**src/design/updt_pkg.sv**
```systemverilog
// ----------------------------------------------------------------------------
// updt_pkg
// Shared types, codes and helpers of the percent decoder with trimming.
// ----------------------------------------------------------------------------
package updt_pkg;

   localparam int MAX_SPACE_RUN_DEF = 32;
   localparam int SPC_W             = 6;      // holds any run length up to 63
   localparam int LEN_W             = 16;
   localparam logic [LEN_W-1:0] MAX_LEN_RESET = 16'd1024;

   localparam int Q_DEPTH = 4;
   localparam int Q_PTR_W = 2;
   localparam int Q_CNT_W = 3;

   // result status codes
   localparam logic [2:0] ST_OK        = 3'd0;
   localparam logic [2:0] ST_BAD_HEX   = 3'd1;
   localparam logic [2:0] ST_CUT_ESC   = 3'd2;
   localparam logic [2:0] ST_TOO_LONG  = 3'd3;
   localparam logic [2:0] ST_SPACE_OVF = 3'd4;

   // escape phases
   localparam logic [1:0] ESC_NONE = 2'd0;
   localparam logic [1:0] ESC_HIGH = 2'd1;
   localparam logic [1:0] ESC_LOW  = 2'd2;

   // command kinds between front and back
   localparam logic [1:0] CMD_NONE = 2'd0;
   localparam logic [1:0] CMD_PUSH = 2'd1;
   localparam logic [1:0] CMD_EMIT = 2'd2;

   localparam logic [7:0] CH_PLUS    = 8'h2B;
   localparam logic [7:0] CH_PERCENT = 8'h25;
   localparam logic [7:0] CH_SPACE   = 8'h20;

   typedef struct packed {
      logic [1:0]       kind;
      logic [7:0]       data;
      logic [SPC_W-1:0] cnt;     // store address on push, flush length on emit
      logic             last;
      logic [2:0]       status;
   } cmd_type;

   // {valid, value}
   function automatic logic [4:0] hex_decode(input logic [7:0] b);
      logic [4:0] r;
      r = 5'd0;
      case (b) inside
         [8'h30:8'h39]: r = {1'b1, 4'(b - 8'h30)};
         [8'h41:8'h46]: r = {1'b1, 4'(b - 8'h37)};
         [8'h61:8'h66]: r = {1'b1, 4'(b - 8'h57)};
         default:       r = 5'd0;
      endcase
      return r;
   endfunction

   function automatic logic is_white(input logic [7:0] b);
      return b inside {CH_SPACE, [8'h09:8'h0D]};
   endfunction

endpackage

```
**src/design/updt_ram.sv**
```systemverilog
// ----------------------------------------------------------------------------
// updt_ram
// Generic single write port, single read port RAM with registered read.
// ----------------------------------------------------------------------------
module updt_ram #(
   parameter int WIDTH = 8,
   parameter int DEPTH = 32,
   localparam int AW = (DEPTH > 1) ? $clog2(DEPTH) : 1
) (
   input  logic             clock,
   input  logic             wr_en,
   input  logic [AW-1:0]    wr_addr,
   input  logic [WIDTH-1:0] wr_data,
   input  logic             rd_en,
   input  logic [AW-1:0]    rd_addr,
   output logic [WIDTH-1:0] rd_data
);

   logic [WIDTH-1:0] mem_ff [DEPTH];
   logic [WIDTH-1:0] rd_data_ff;

   always_ff @(posedge clock) begin
      if (wr_en) begin
         mem_ff[wr_addr] <= wr_data;
      end
      if (rd_en) begin
         rd_data_ff <= mem_ff[rd_addr];
      end
   end

   assign rd_data = rd_data_ff;

endmodule

```
**src/design/updt_front.sv**
```systemverilog
// ----------------------------------------------------------------------------
// updt_front
// Accepts encoded bytes, tracks escape, length and trim state, and turns each
// item into one command for the back end.
// ----------------------------------------------------------------------------
module updt_front #(
   parameter int MAX_SPACE_RUN = updt_pkg::MAX_SPACE_RUN_DEF
) (
   input  logic                   clock,
   input  logic                   reset,
   input  logic                   req_valid,
   output logic                   req_stall,
   input  logic [7:0]             req_in_byte,
   input  logic                   req_in_last,
   input  logic                   csr_wr_en,
   input  logic [15:0]            csr_wr_data,
   input  logic                   q_full,
   output logic                   cmd_push,
   output updt_pkg::cmd_type      cmd_data
);
   import updt_pkg::*;

   localparam logic [SPC_W-1:0] MAX_SC = SPC_W'(MAX_SPACE_RUN);

   logic [LEN_W-1:0] max_len_ff;
   logic [1:0]       esc_ff, esc_in;
   logic [3:0]       hi_ff, hi_in;
   logic             lead_ff, lead_in;
   logic [SPC_W-1:0] sc_ff, sc_in;
   logic [LEN_W-1:0] bc_ff, bc_in;
   logic [2:0]       err_ff, err_in;
   logic             stop_ff, stop_in;
   logic             ended_ff, ended_in;

   logic             take;
   logic [7:0]       dec;
   logic [4:0]       hx;
   cmd_type          cmd;
   logic             accept;

   assign req_stall = q_full;
   assign accept    = req_valid && !q_full;
   assign cmd_push  = accept;
   assign cmd_data  = cmd;

   always_comb begin
      esc_in   = esc_ff;
      hi_in    = hi_ff;
      lead_in  = lead_ff;
      sc_in    = sc_ff;
      bc_in    = bc_ff;
      err_in   = err_ff;
      stop_in  = stop_ff;
      ended_in = ended_ff;
      take     = 1'b0;
      dec      = req_in_byte;
      hx       = hex_decode(req_in_byte);
      cmd      = '0;
      cmd.kind = CMD_NONE;

      // length check overrides every other error
      if (bc_ff >= max_len_ff) begin
         err_in  = ST_TOO_LONG;
         stop_in = 1'b1;
         sc_in   = '0;
      end else begin
         bc_in = bc_ff + 1'b1;
      end

      if (err_in == ST_OK && !ended_in) begin
         if (req_in_byte == 8'h00) begin
            ended_in = 1'b1;
            if (esc_in != ESC_NONE) begin
               err_in  = ST_CUT_ESC;
               stop_in = 1'b1;
               sc_in   = '0;
            end
         end else if (esc_in == ESC_NONE) begin
            if (req_in_byte == CH_PLUS) begin
               take = 1'b1;
               dec  = CH_SPACE;
            end else if (req_in_byte == CH_PERCENT) begin
               esc_in = ESC_HIGH;
            end else begin
               take = 1'b1;
            end
         end else if (!hx[4]) begin
            err_in  = ST_BAD_HEX;
            stop_in = 1'b1;
            sc_in   = '0;
         end else if (esc_in == ESC_HIGH) begin
            hi_in  = hx[3:0];
            esc_in = ESC_LOW;
         end else begin
            esc_in = ESC_NONE;
            take   = 1'b1;
            dec    = {hi_ff, hx[3:0]};
         end
      end

      if (take && !stop_in) begin
         if (dec == 8'h00) begin
            stop_in = 1'b1;
            sc_in   = '0;
         end else if (is_white(dec)) begin
            if (lead_in) begin
               if (sc_in < MAX_SC) begin
                  cmd.kind = CMD_PUSH;
                  cmd.data = dec;
                  cmd.cnt  = sc_in;
                  sc_in    = sc_in + 1'b1;
               end else begin
                  if (err_in == ST_OK) begin
                     err_in = ST_SPACE_OVF;
                  end
                  stop_in = 1'b1;
                  sc_in   = '0;
               end
            end
         end else begin
            cmd.kind = CMD_EMIT;
            cmd.data = dec;
            cmd.cnt  = sc_in;
            sc_in    = '0;
            lead_in  = 1'b1;
         end
      end

      if (req_in_last) begin
         if (err_in == ST_OK && esc_in != ESC_NONE) begin
            err_in = ST_CUT_ESC;
         end
         cmd.last   = 1'b1;
         cmd.status = err_in;
         // string done: back to the idle state for the next one
         esc_in   = ESC_NONE;
         hi_in    = '0;
         lead_in  = 1'b0;
         sc_in    = '0;
         bc_in    = '0;
         err_in   = ST_OK;
         stop_in  = 1'b0;
         ended_in = 1'b0;
      end
   end

   always_ff @(posedge clock) begin
      if (reset) begin
         max_len_ff <= MAX_LEN_RESET;
         esc_ff     <= ESC_NONE;
         hi_ff      <= '0;
         lead_ff    <= 1'b0;
         sc_ff      <= '0;
         bc_ff      <= '0;
         err_ff     <= ST_OK;
         stop_ff    <= 1'b0;
         ended_ff   <= 1'b0;
      end else begin
         if (csr_wr_en) begin
            max_len_ff <= csr_wr_data;
         end
         if (accept) begin
            esc_ff   <= esc_in;
            hi_ff    <= hi_in;
            lead_ff  <= lead_in;
            sc_ff    <= sc_in;
            bc_ff    <= bc_in;
            err_ff   <= err_in;
            stop_ff  <= stop_in;
            ended_ff <= ended_in;
         end
      end
   end

endmodule

```
**src/design/updt_queue.sv**
```systemverilog
// ----------------------------------------------------------------------------
// updt_queue
// Short command queue between the front and back ends.
// ----------------------------------------------------------------------------
module updt_queue (
   input  logic              clock,
   input  logic              reset,
   input  logic              push,
   input  updt_pkg::cmd_type push_data,
   output logic              full,
   input  logic              pop,
   output logic              valid,
   output updt_pkg::cmd_type head
);
   import updt_pkg::*;

   cmd_type            entry_ff [Q_DEPTH];
   logic [Q_PTR_W-1:0] wr_ptr_ff, rd_ptr_ff;
   logic [Q_CNT_W-1:0] count_ff, count_in;
   logic               do_push, do_pop;

   assign full    = (count_ff == Q_CNT_W'(Q_DEPTH));
   assign valid   = (count_ff != '0);
   assign head    = entry_ff[rd_ptr_ff];
   assign do_push = push && !full;
   assign do_pop  = pop && valid;

   always_comb begin
      count_in = count_ff;
      if (do_push && !do_pop) begin
         count_in = count_ff + 1'b1;
      end else if (do_pop && !do_push) begin
         count_in = count_ff - 1'b1;
      end
   end

   always_ff @(posedge clock) begin
      if (do_push) begin
         entry_ff[wr_ptr_ff] <= push_data;
      end
   end

   always_ff @(posedge clock) begin
      if (reset) begin
         wr_ptr_ff <= '0;
         rd_ptr_ff <= '0;
         count_ff  <= '0;
      end else begin
         if (do_push) begin
            wr_ptr_ff <= wr_ptr_ff + 1'b1;
         end
         if (do_pop) begin
            rd_ptr_ff <= rd_ptr_ff + 1'b1;
         end
         count_ff <= count_in;
      end
   end

endmodule

```
**src/design/updt_back.sv**
```systemverilog
// ----------------------------------------------------------------------------
// updt_back
// Carries out queued commands: stores held whitespace, flushes it ahead of
// the next data byte and drives the result register.
// ----------------------------------------------------------------------------
module updt_back #(
   parameter int MAX_SPACE_RUN = updt_pkg::MAX_SPACE_RUN_DEF
) (
   input  logic              clock,
   input  logic              reset,
   input  logic              q_valid,
   input  updt_pkg::cmd_type q_head,
   output logic              q_pop,
   output logic              rsp_valid,
   input  logic              rsp_stall,
   output logic [7:0]        rsp_out_byte,
   output logic              rsp_out_has_byte,
   output logic              rsp_out_last,
   output logic [2:0]        rsp_out_status
);
   import updt_pkg::*;

   localparam int AW = (MAX_SPACE_RUN > 1) ? $clog2(MAX_SPACE_RUN) : 1;

   localparam logic [1:0] S_IDLE  = 2'd0;
   localparam logic [1:0] S_FLUSH = 2'd1;
   localparam logic [1:0] S_BYTE  = 2'd2;

   logic [1:0]       state_ff, state_in;
   logic [SPC_W-1:0] idx_ff, idx_in;
   cmd_type          cur_ff, cur_in;

   logic             rsp_valid_ff;
   logic [7:0]       rsp_byte_ff;
   logic             rsp_has_ff;
   logic             rsp_last_ff;
   logic [2:0]       rsp_status_ff;

   logic             out_free;
   logic             ld;
   logic [7:0]       ld_byte;
   logic             ld_has;
   logic             ld_last;
   logic [2:0]       ld_status;

   logic             wr_en, rd_en;
   logic [AW-1:0]    rd_addr;
   logic [7:0]       rd_data;
   logic [SPC_W-1:0] idx_next;

   updt_ram #(
      .WIDTH (8),
      .DEPTH (MAX_SPACE_RUN)
   ) u_space_ram (
      .clock   (clock),
      .wr_en   (wr_en),
      .wr_addr (q_head.cnt[AW-1:0]),
      .wr_data (q_head.data),
      .rd_en   (rd_en),
      .rd_addr (rd_addr),
      .rd_data (rd_data)
   );

   assign out_free = !rsp_valid_ff || !rsp_stall;
   assign idx_next = idx_ff + 1'b1;

   always_comb begin
      state_in  = state_ff;
      idx_in    = idx_ff;
      cur_in    = cur_ff;
      q_pop     = 1'b0;
      ld        = 1'b0;
      ld_byte   = '0;
      ld_has    = 1'b0;
      ld_last   = 1'b0;
      ld_status = ST_OK;
      wr_en     = 1'b0;
      rd_en     = 1'b0;
      rd_addr   = '0;

      case (state_ff)
         S_IDLE: begin
            if (q_valid && out_free) begin
               q_pop  = 1'b1;
               cur_in = q_head;
               case (q_head.kind)
                  CMD_EMIT: begin
                     if (q_head.cnt == '0) begin
                        ld        = 1'b1;
                        ld_byte   = q_head.data;
                        ld_has    = 1'b1;
                        ld_last   = q_head.last;
                        ld_status = q_head.status;
                     end else begin
                        rd_en    = 1'b1;
                        idx_in   = '0;
                        state_in = S_FLUSH;
                     end
                  end
                  CMD_PUSH: begin
                     wr_en = 1'b1;
                     if (q_head.last) begin
                        ld        = 1'b1;
                        ld_last   = 1'b1;
                        ld_status = q_head.status;
                     end
                  end
                  default: begin
                     if (q_head.last) begin
                        ld        = 1'b1;
                        ld_last   = 1'b1;
                        ld_status = q_head.status;
                     end
                  end
               endcase
            end
         end
         S_FLUSH: begin
            // read data holds the held byte at idx_ff
            if (out_free) begin
               ld      = 1'b1;
               ld_byte = rd_data;
               ld_has  = 1'b1;
               if (idx_next == cur_ff.cnt) begin
                  state_in = S_BYTE;
               end else begin
                  rd_en   = 1'b1;
                  rd_addr = idx_next[AW-1:0];
                  idx_in  = idx_next;
               end
            end
         end
         S_BYTE: begin
            if (out_free) begin
               ld        = 1'b1;
               ld_byte   = cur_ff.data;
               ld_has    = 1'b1;
               ld_last   = cur_ff.last;
               ld_status = cur_ff.status;
               state_in  = S_IDLE;
            end
         end
         default: begin
            state_in = S_IDLE;
         end
      endcase
   end

   always_ff @(posedge clock) begin
      if (ld) begin
         rsp_byte_ff   <= ld_byte;
         rsp_has_ff    <= ld_has;
         rsp_last_ff   <= ld_last;
         rsp_status_ff <= ld_status;
      end
      cur_ff <= cur_in;
      idx_ff <= idx_in;
   end

   always_ff @(posedge clock) begin
      if (reset) begin
         state_ff     <= S_IDLE;
         rsp_valid_ff <= 1'b0;
      end else begin
         state_ff <= state_in;
         if (ld) begin
            rsp_valid_ff <= 1'b1;
         end else if (!rsp_stall) begin
            rsp_valid_ff <= 1'b0;
         end
      end
   end

   assign rsp_valid        = rsp_valid_ff;
   assign rsp_out_byte     = rsp_byte_ff;
   assign rsp_out_has_byte = rsp_has_ff;
   assign rsp_out_last     = rsp_last_ff;
   assign rsp_out_status   = rsp_status_ff;

endmodule

```
**src/design/url_percent_decoder_trim.sv**
```systemverilog
// ----------------------------------------------------------------------------
// url_percent_decoder_trim
// Streaming URL percent decoder with leading and trailing whitespace trim.
//
// The req_ channel takes one encoded byte per item, req_in_last closing the
// string. The rsp_ channel returns decoded bytes; the closing result of a
// string has rsp_out_last set and carries the status, and has no byte when
// the string ends without sending one. The csr_ port writes the maximum
// string length at any idle moment.
// An item is taken every cycle while the command queue has room. A byte that
// is sent directly passes through the command queue and the result register
// before it is presented on rsp_. A byte that releases held whitespace bytes
// occupies the back end for the read set-up, then for each held byte in
// turn and then for the byte itself.
// When rsp_stall is high the result register holds, the back end waits, the
// four-entry queue fills and req_stall rises.
// Reset returns the length limit to 1024 and empties the queue and the result
// register; the whitespace RAM needs no clearing.
// ----------------------------------------------------------------------------
module url_percent_decoder_trim #(
   parameter int MAX_SPACE_RUN = updt_pkg::MAX_SPACE_RUN_DEF
) (
   input  logic        clock,
   input  logic        reset,
   input  logic        req_valid,
   output logic        req_stall,
   input  logic [7:0]  req_in_byte,
   input  logic        req_in_last,
   output logic        rsp_valid,
   input  logic        rsp_stall,
   output logic [7:0]  rsp_out_byte,
   output logic        rsp_out_has_byte,
   output logic        rsp_out_last,
   output logic [2:0]  rsp_out_status,
   input  logic        csr_wr_en,
   input  logic [15:0] csr_wr_data
);
   import updt_pkg::*;

   cmd_type cmd_data;
   cmd_type q_head;
   logic    cmd_push;
   logic    q_full;
   logic    q_valid;
   logic    q_pop;

   updt_front #(
      .MAX_SPACE_RUN (MAX_SPACE_RUN)
   ) u_front (
      .clock       (clock),
      .reset       (reset),
      .req_valid   (req_valid),
      .req_stall   (req_stall),
      .req_in_byte (req_in_byte),
      .req_in_last (req_in_last),
      .csr_wr_en   (csr_wr_en),
      .csr_wr_data (csr_wr_data),
      .q_full      (q_full),
      .cmd_push    (cmd_push),
      .cmd_data    (cmd_data)
   );

   updt_queue u_queue (
      .clock     (clock),
      .reset     (reset),
      .push      (cmd_push),
      .push_data (cmd_data),
      .full      (q_full),
      .pop       (q_pop),
      .valid     (q_valid),
      .head      (q_head)
   );

   updt_back #(
      .MAX_SPACE_RUN (MAX_SPACE_RUN)
   ) u_back (
      .clock            (clock),
      .reset            (reset),
      .q_valid          (q_valid),
      .q_head           (q_head),
      .q_pop            (q_pop),
      .rsp_valid        (rsp_valid),
      .rsp_stall        (rsp_stall),
      .rsp_out_byte     (rsp_out_byte),
      .rsp_out_has_byte (rsp_out_has_byte),
      .rsp_out_last     (rsp_out_last),
      .rsp_out_status   (rsp_out_status)
   );

endmodule
```
**config.mk**
```make
export PLATFORM = sky130hd
export DESIGN_NAME = url_percent_decoder_trim
export DESIGN_NICKNAME = d
export VERILOG_FILES = /design/src/design/updt_pkg.sv /design/src/design/updt_ram.sv /design/src/design/updt_front.sv /design/src/design/updt_queue.sv /design/src/design/updt_back.sv /design/src/design/url_percent_decoder_trim.sv
export SDC_FILE = /design/constraint.sdc
export NUM_CORES = 1
export LEC_CHECK = 0
export ABC_AREA = 1
export BUFFER_PORTS_ARGS = -buffer_cell sky130_fd_sc_hd__buf_2
export CAP_MARGIN = 5
export CORE_MARGIN = 2
export CORE_UTILIZATION = 54
export CTS_CLUSTER_DIAMETER = 60
export DETAILED_ROUTE_END_ITERATION = 6
export PLACE_DENSITY = 0.67
export SLEW_MARGIN = 15
export SYNTH_ARGS = -nofsm -noshare
export SYNTH_HDL_FRONTEND = slang
export SYNTH_SLANG_ARGS = --single-unit
```
**constraint.sdc**
```tcl
create_clock -name clock -period 4.2 [get_ports clock]
set_clock_uncertainty 0.15 [all_clocks]
set_input_delay 1.05 -clock clock [delete_from_list [all_inputs] [get_ports clock]]
set_output_delay 1.05 -clock clock [all_outputs]
set_load 0.01 [all_outputs]
```
==> flow_summary.toml <==
[grt]
grt_remaining_overflow = 0
grt_max_degree = 77
grt_pass1_wl_um = 75000
first_global_vias = 13925
antenna_found_initial = 0
grtUsageTotal = 0.251

[power_and_ir_drop]
p_per_area_nw_per_um2 = 626
p_total_uw = 14300
peakVddDrop_mv = 0.330
p_leak_uw = 0.00943

[placement]
port-buffer-count = 44
dp_slack_ns = 0.191
gp_congestion = 0.911
hpwl_um = 30600
dp.cells = 2568
placed_cell_area_um2 = 21400

[sta]
finalSetupViolCount = 0
setup_tns_ns = 0
final_max_slew_viol_count = 0
finalCriticalPeriod_ns = 3.85
slew_headroom = 0.383
timing.final.crit_share = 0.916
worst_slack_ns = 0.353
hold_viol = 0
max_freq_mhz = 260
worstMarginPinSlew_ns = 0.925
grt_setup_unrepaired = "no"

[finish]
finish.instance_area_um2 = 22800
instances_no_fill = 2654
diodes = 0
layout-drive-gt1-share = 0.0993
syn_to_final_growth_pct = 12.8
finalNetCount = 2213

[yosys]
synth_flop_cell = "edfxtp_1"
avgSynthCellArea_um2 = 9.78
synthArstFlopShare = 0
syn-num-nets = 2135
synth_top_cell_area_share = 0.565
synth.area.top_cells = "edfxtp_1 (57%), nand2_1 (7.7%), dfxtp_1 (6.1%), nand3_1 (6.1%), inv_1 (5.2%)"
yosysUniqueCellTypes = 49
seq_area_frac_synth = 0.626
ys_warn_count = 0
netlist_area_um2 = 20200
synth_edf_count = 381
yosys.area.top_type = "edfxtp_1"
ys_ff_latch = 443
netlist_instances = 2071

[cts]
htreeDepth = 2
clock_sinks = 443
clk_pin_slew_worst_paths_ns = 0.06
cts_setup_buffers = 0
cts_hold_buf = 0
cts_tree = "yes"
cts_buffer_depth = 3
insertion_delay_ns = 0.57
cts_buffers = 47
ctsRootBufferMaster = "clkbuf_16"
cts_resized = 0

[route]
vias_per_cell = 5.43
vias = 14419
drc_errors = 1
dr.pass1.iters = 7
wl_per_cell_um = 18.1
initialDrtViolationCount = 1230
drtAntennaViolNets = 0
finalWirelength_um = 48000

[floorplan]
die_area_um2 = 39100
boundaryPins = 45
core_um2 = 36800
start_util = 0.550
die_width_um = 198
core.rowCount = 70
die_y_um = 198

[run]
maxCapViolCount = 0

[setup_path]
worst-path-max-fanout = 56
cp.required_ns = 4.35
cp-start-kind = "flip-flop"
crit_arrival_ns = 4.00
criticalPathCategory = "flip-flop to flip-flop"
cp-end-kind = "flip-flop"

[outcome]
violations = "design-rule violations"
outcome = "complete, but fails checks"

[hold_path]
hp-class = "flip-flop to flip-flop"
==> layer usage <==
layer	vias up	part of all wire	track usage
met5	-	0	0
li1	7094	-	-
met3	96	0.061	0.0452
met1	6815	0.41	0.315
met2	414	0.49	0.432
met4	0	0.035	0.0997
==> power by group <==
part / switching (µW) / leakage [µW] / total [µW] / internal, µW
combinational: 3160 / 0.00473 / 4280 / 1120
sequential: 154 / 0.00398 / 6020 / 5870
clock: 1680 / 0.000715 / 3990 / 2310
total: 5000 / 0.00943 / 14300 / 9290
==> cells in the mapped netlist (2+ instances only) <==
cell type	number
nor3_2	2
nor2_4	2
xor2_1	5
nand3_2	3
o21ai_1	3
nand2_2	6
nand3_1	246
clkbuf_1	47
dfxtp_1	62
inv_1	278
buf_4	3
nor2_2	6
nand2_1	414
o211ai_1	8
a21oi_1	89
nand3b_1	42
nand4_1	6
o21ai_0	72
buf_1	6
o21bai_1	2
a22o_1	3
inv_2	7
ha_1	33
o22ai_1	17
nor3_1	15
a31oi_1	2
a32oi_1	13
buf_2	27
edfxtp_1	381
clkinv_1	2
nor2_1	245
xnor2_1	5
a211oi_1	3
==> stage by stage <==
stage	utilization	hold WS (ns)
3_5_place_dp	0.581	0.309
6_report	0.621	0.311
3_3_place_gp	0.581	0.299
5_1_grt	0.621	0.329
2_1_floorplan	-	0.283
4_1_cts	0.621	0.317
==> worst paths after layout <==
kind / from / endpoint / slack [ns] / depth (start not counted)
setup / recovery: u_back.idx_ff[0]$_SDFFCE_PN0P_ / u_back.u_space_ram.rd_data[3]$_DFFE_PP_ / 0.35 / 17
hold / removal: u_front.max_len_ff[3]$_SDFFE_PP0P_ / u_front.max_len_ff[3]$_SDFFE_PP0P_ / 0.31 / 2
setup reg to reg: u_back.idx_ff[0]$_SDFFCE_PN0P_ / u_back.u_space_ram.rd_data[3]$_DFFE_PP_ / 0.35 / 17
hold reg to reg: u_front.max_len_ff[3]$_SDFFE_PP0P_ / u_front.max_len_ff[3]$_SDFFE_PP0P_ / 0.31 / 2
==> cell usage in the layout, fill, tap and decap left out, drive strengths merged, types with 23 or more instances in the layout <==
master,count
a21oi,89
buf,113
clkbuf,58
clkinv,23
dfxtp,62
edfxtp,381
ha,33
inv,287
nand2,421
nand3,249
nand3b,43
nor2,253
o21ai,76
==> layout make-up <==
class                      instances  area [µm²]
fill                            3001       14000
sequential                       443       12700
multi-input combinational       1257        6220
clock buffer                      58        1260
inverter                         287        1080
timing repair buffer             113         801
tap                              468         586
clock inverter                    28         209
==> flip-flops by register name, indices dropped and copies added, names as in the netlist, 3 cells and up, named ones only <==
signal / flops
u_queue.count_ff: 3
u_back.u_space_ram.mem_ff: 256
u_back.cur_ff: 18
u_front.max_len_ff: 16
u_back.idx_ff: 6
u_back.rsp_out_status: 3
u_front.sc_ff: 6
u_front.hi_ff: 4
u_queue.entry_ff: 80
u_back.rsp_out_byte: 8
u_front.bc_ff: 16
u_front.err_ff: 3
u_back.u_space_ram.rd_data: 8
==> critical path: stages (launching register included) <==
cell and delay, ns:
edfxtp_1 0.51, ha_1 0.29, xnor2_1 0.40, xnor2_1 0.17, nor3_1 0.06, nand3_1 0.06, inv_1 0.04, nand2_1 0.14
nand3_2 0.17, inv_2 0.16, buf_4 0.57, nand3b_1 0.16, nand3_1 0.11, nand3_1 0.19, nand3_1 0.14, nand2_1 0.06
nand2_1 0.06, nand2_1 0.12
==> cell families (layout without fill, tap and decap cells) <==
kind of cell             after synthesis  in the layout  synth area share
flip-flops                           443            443             0.626
AND/OR/NAND/NOR                      995            995             0.215
adder cells (fa/ha/maj)               34             34            0.0214
XOR/XNOR                              10             10           0.00433
AO/OA/AOI/OAI                        218            218            0.0612
buffers and inverters                371            486            0.0714
Power figures use the tool's default switching activity.
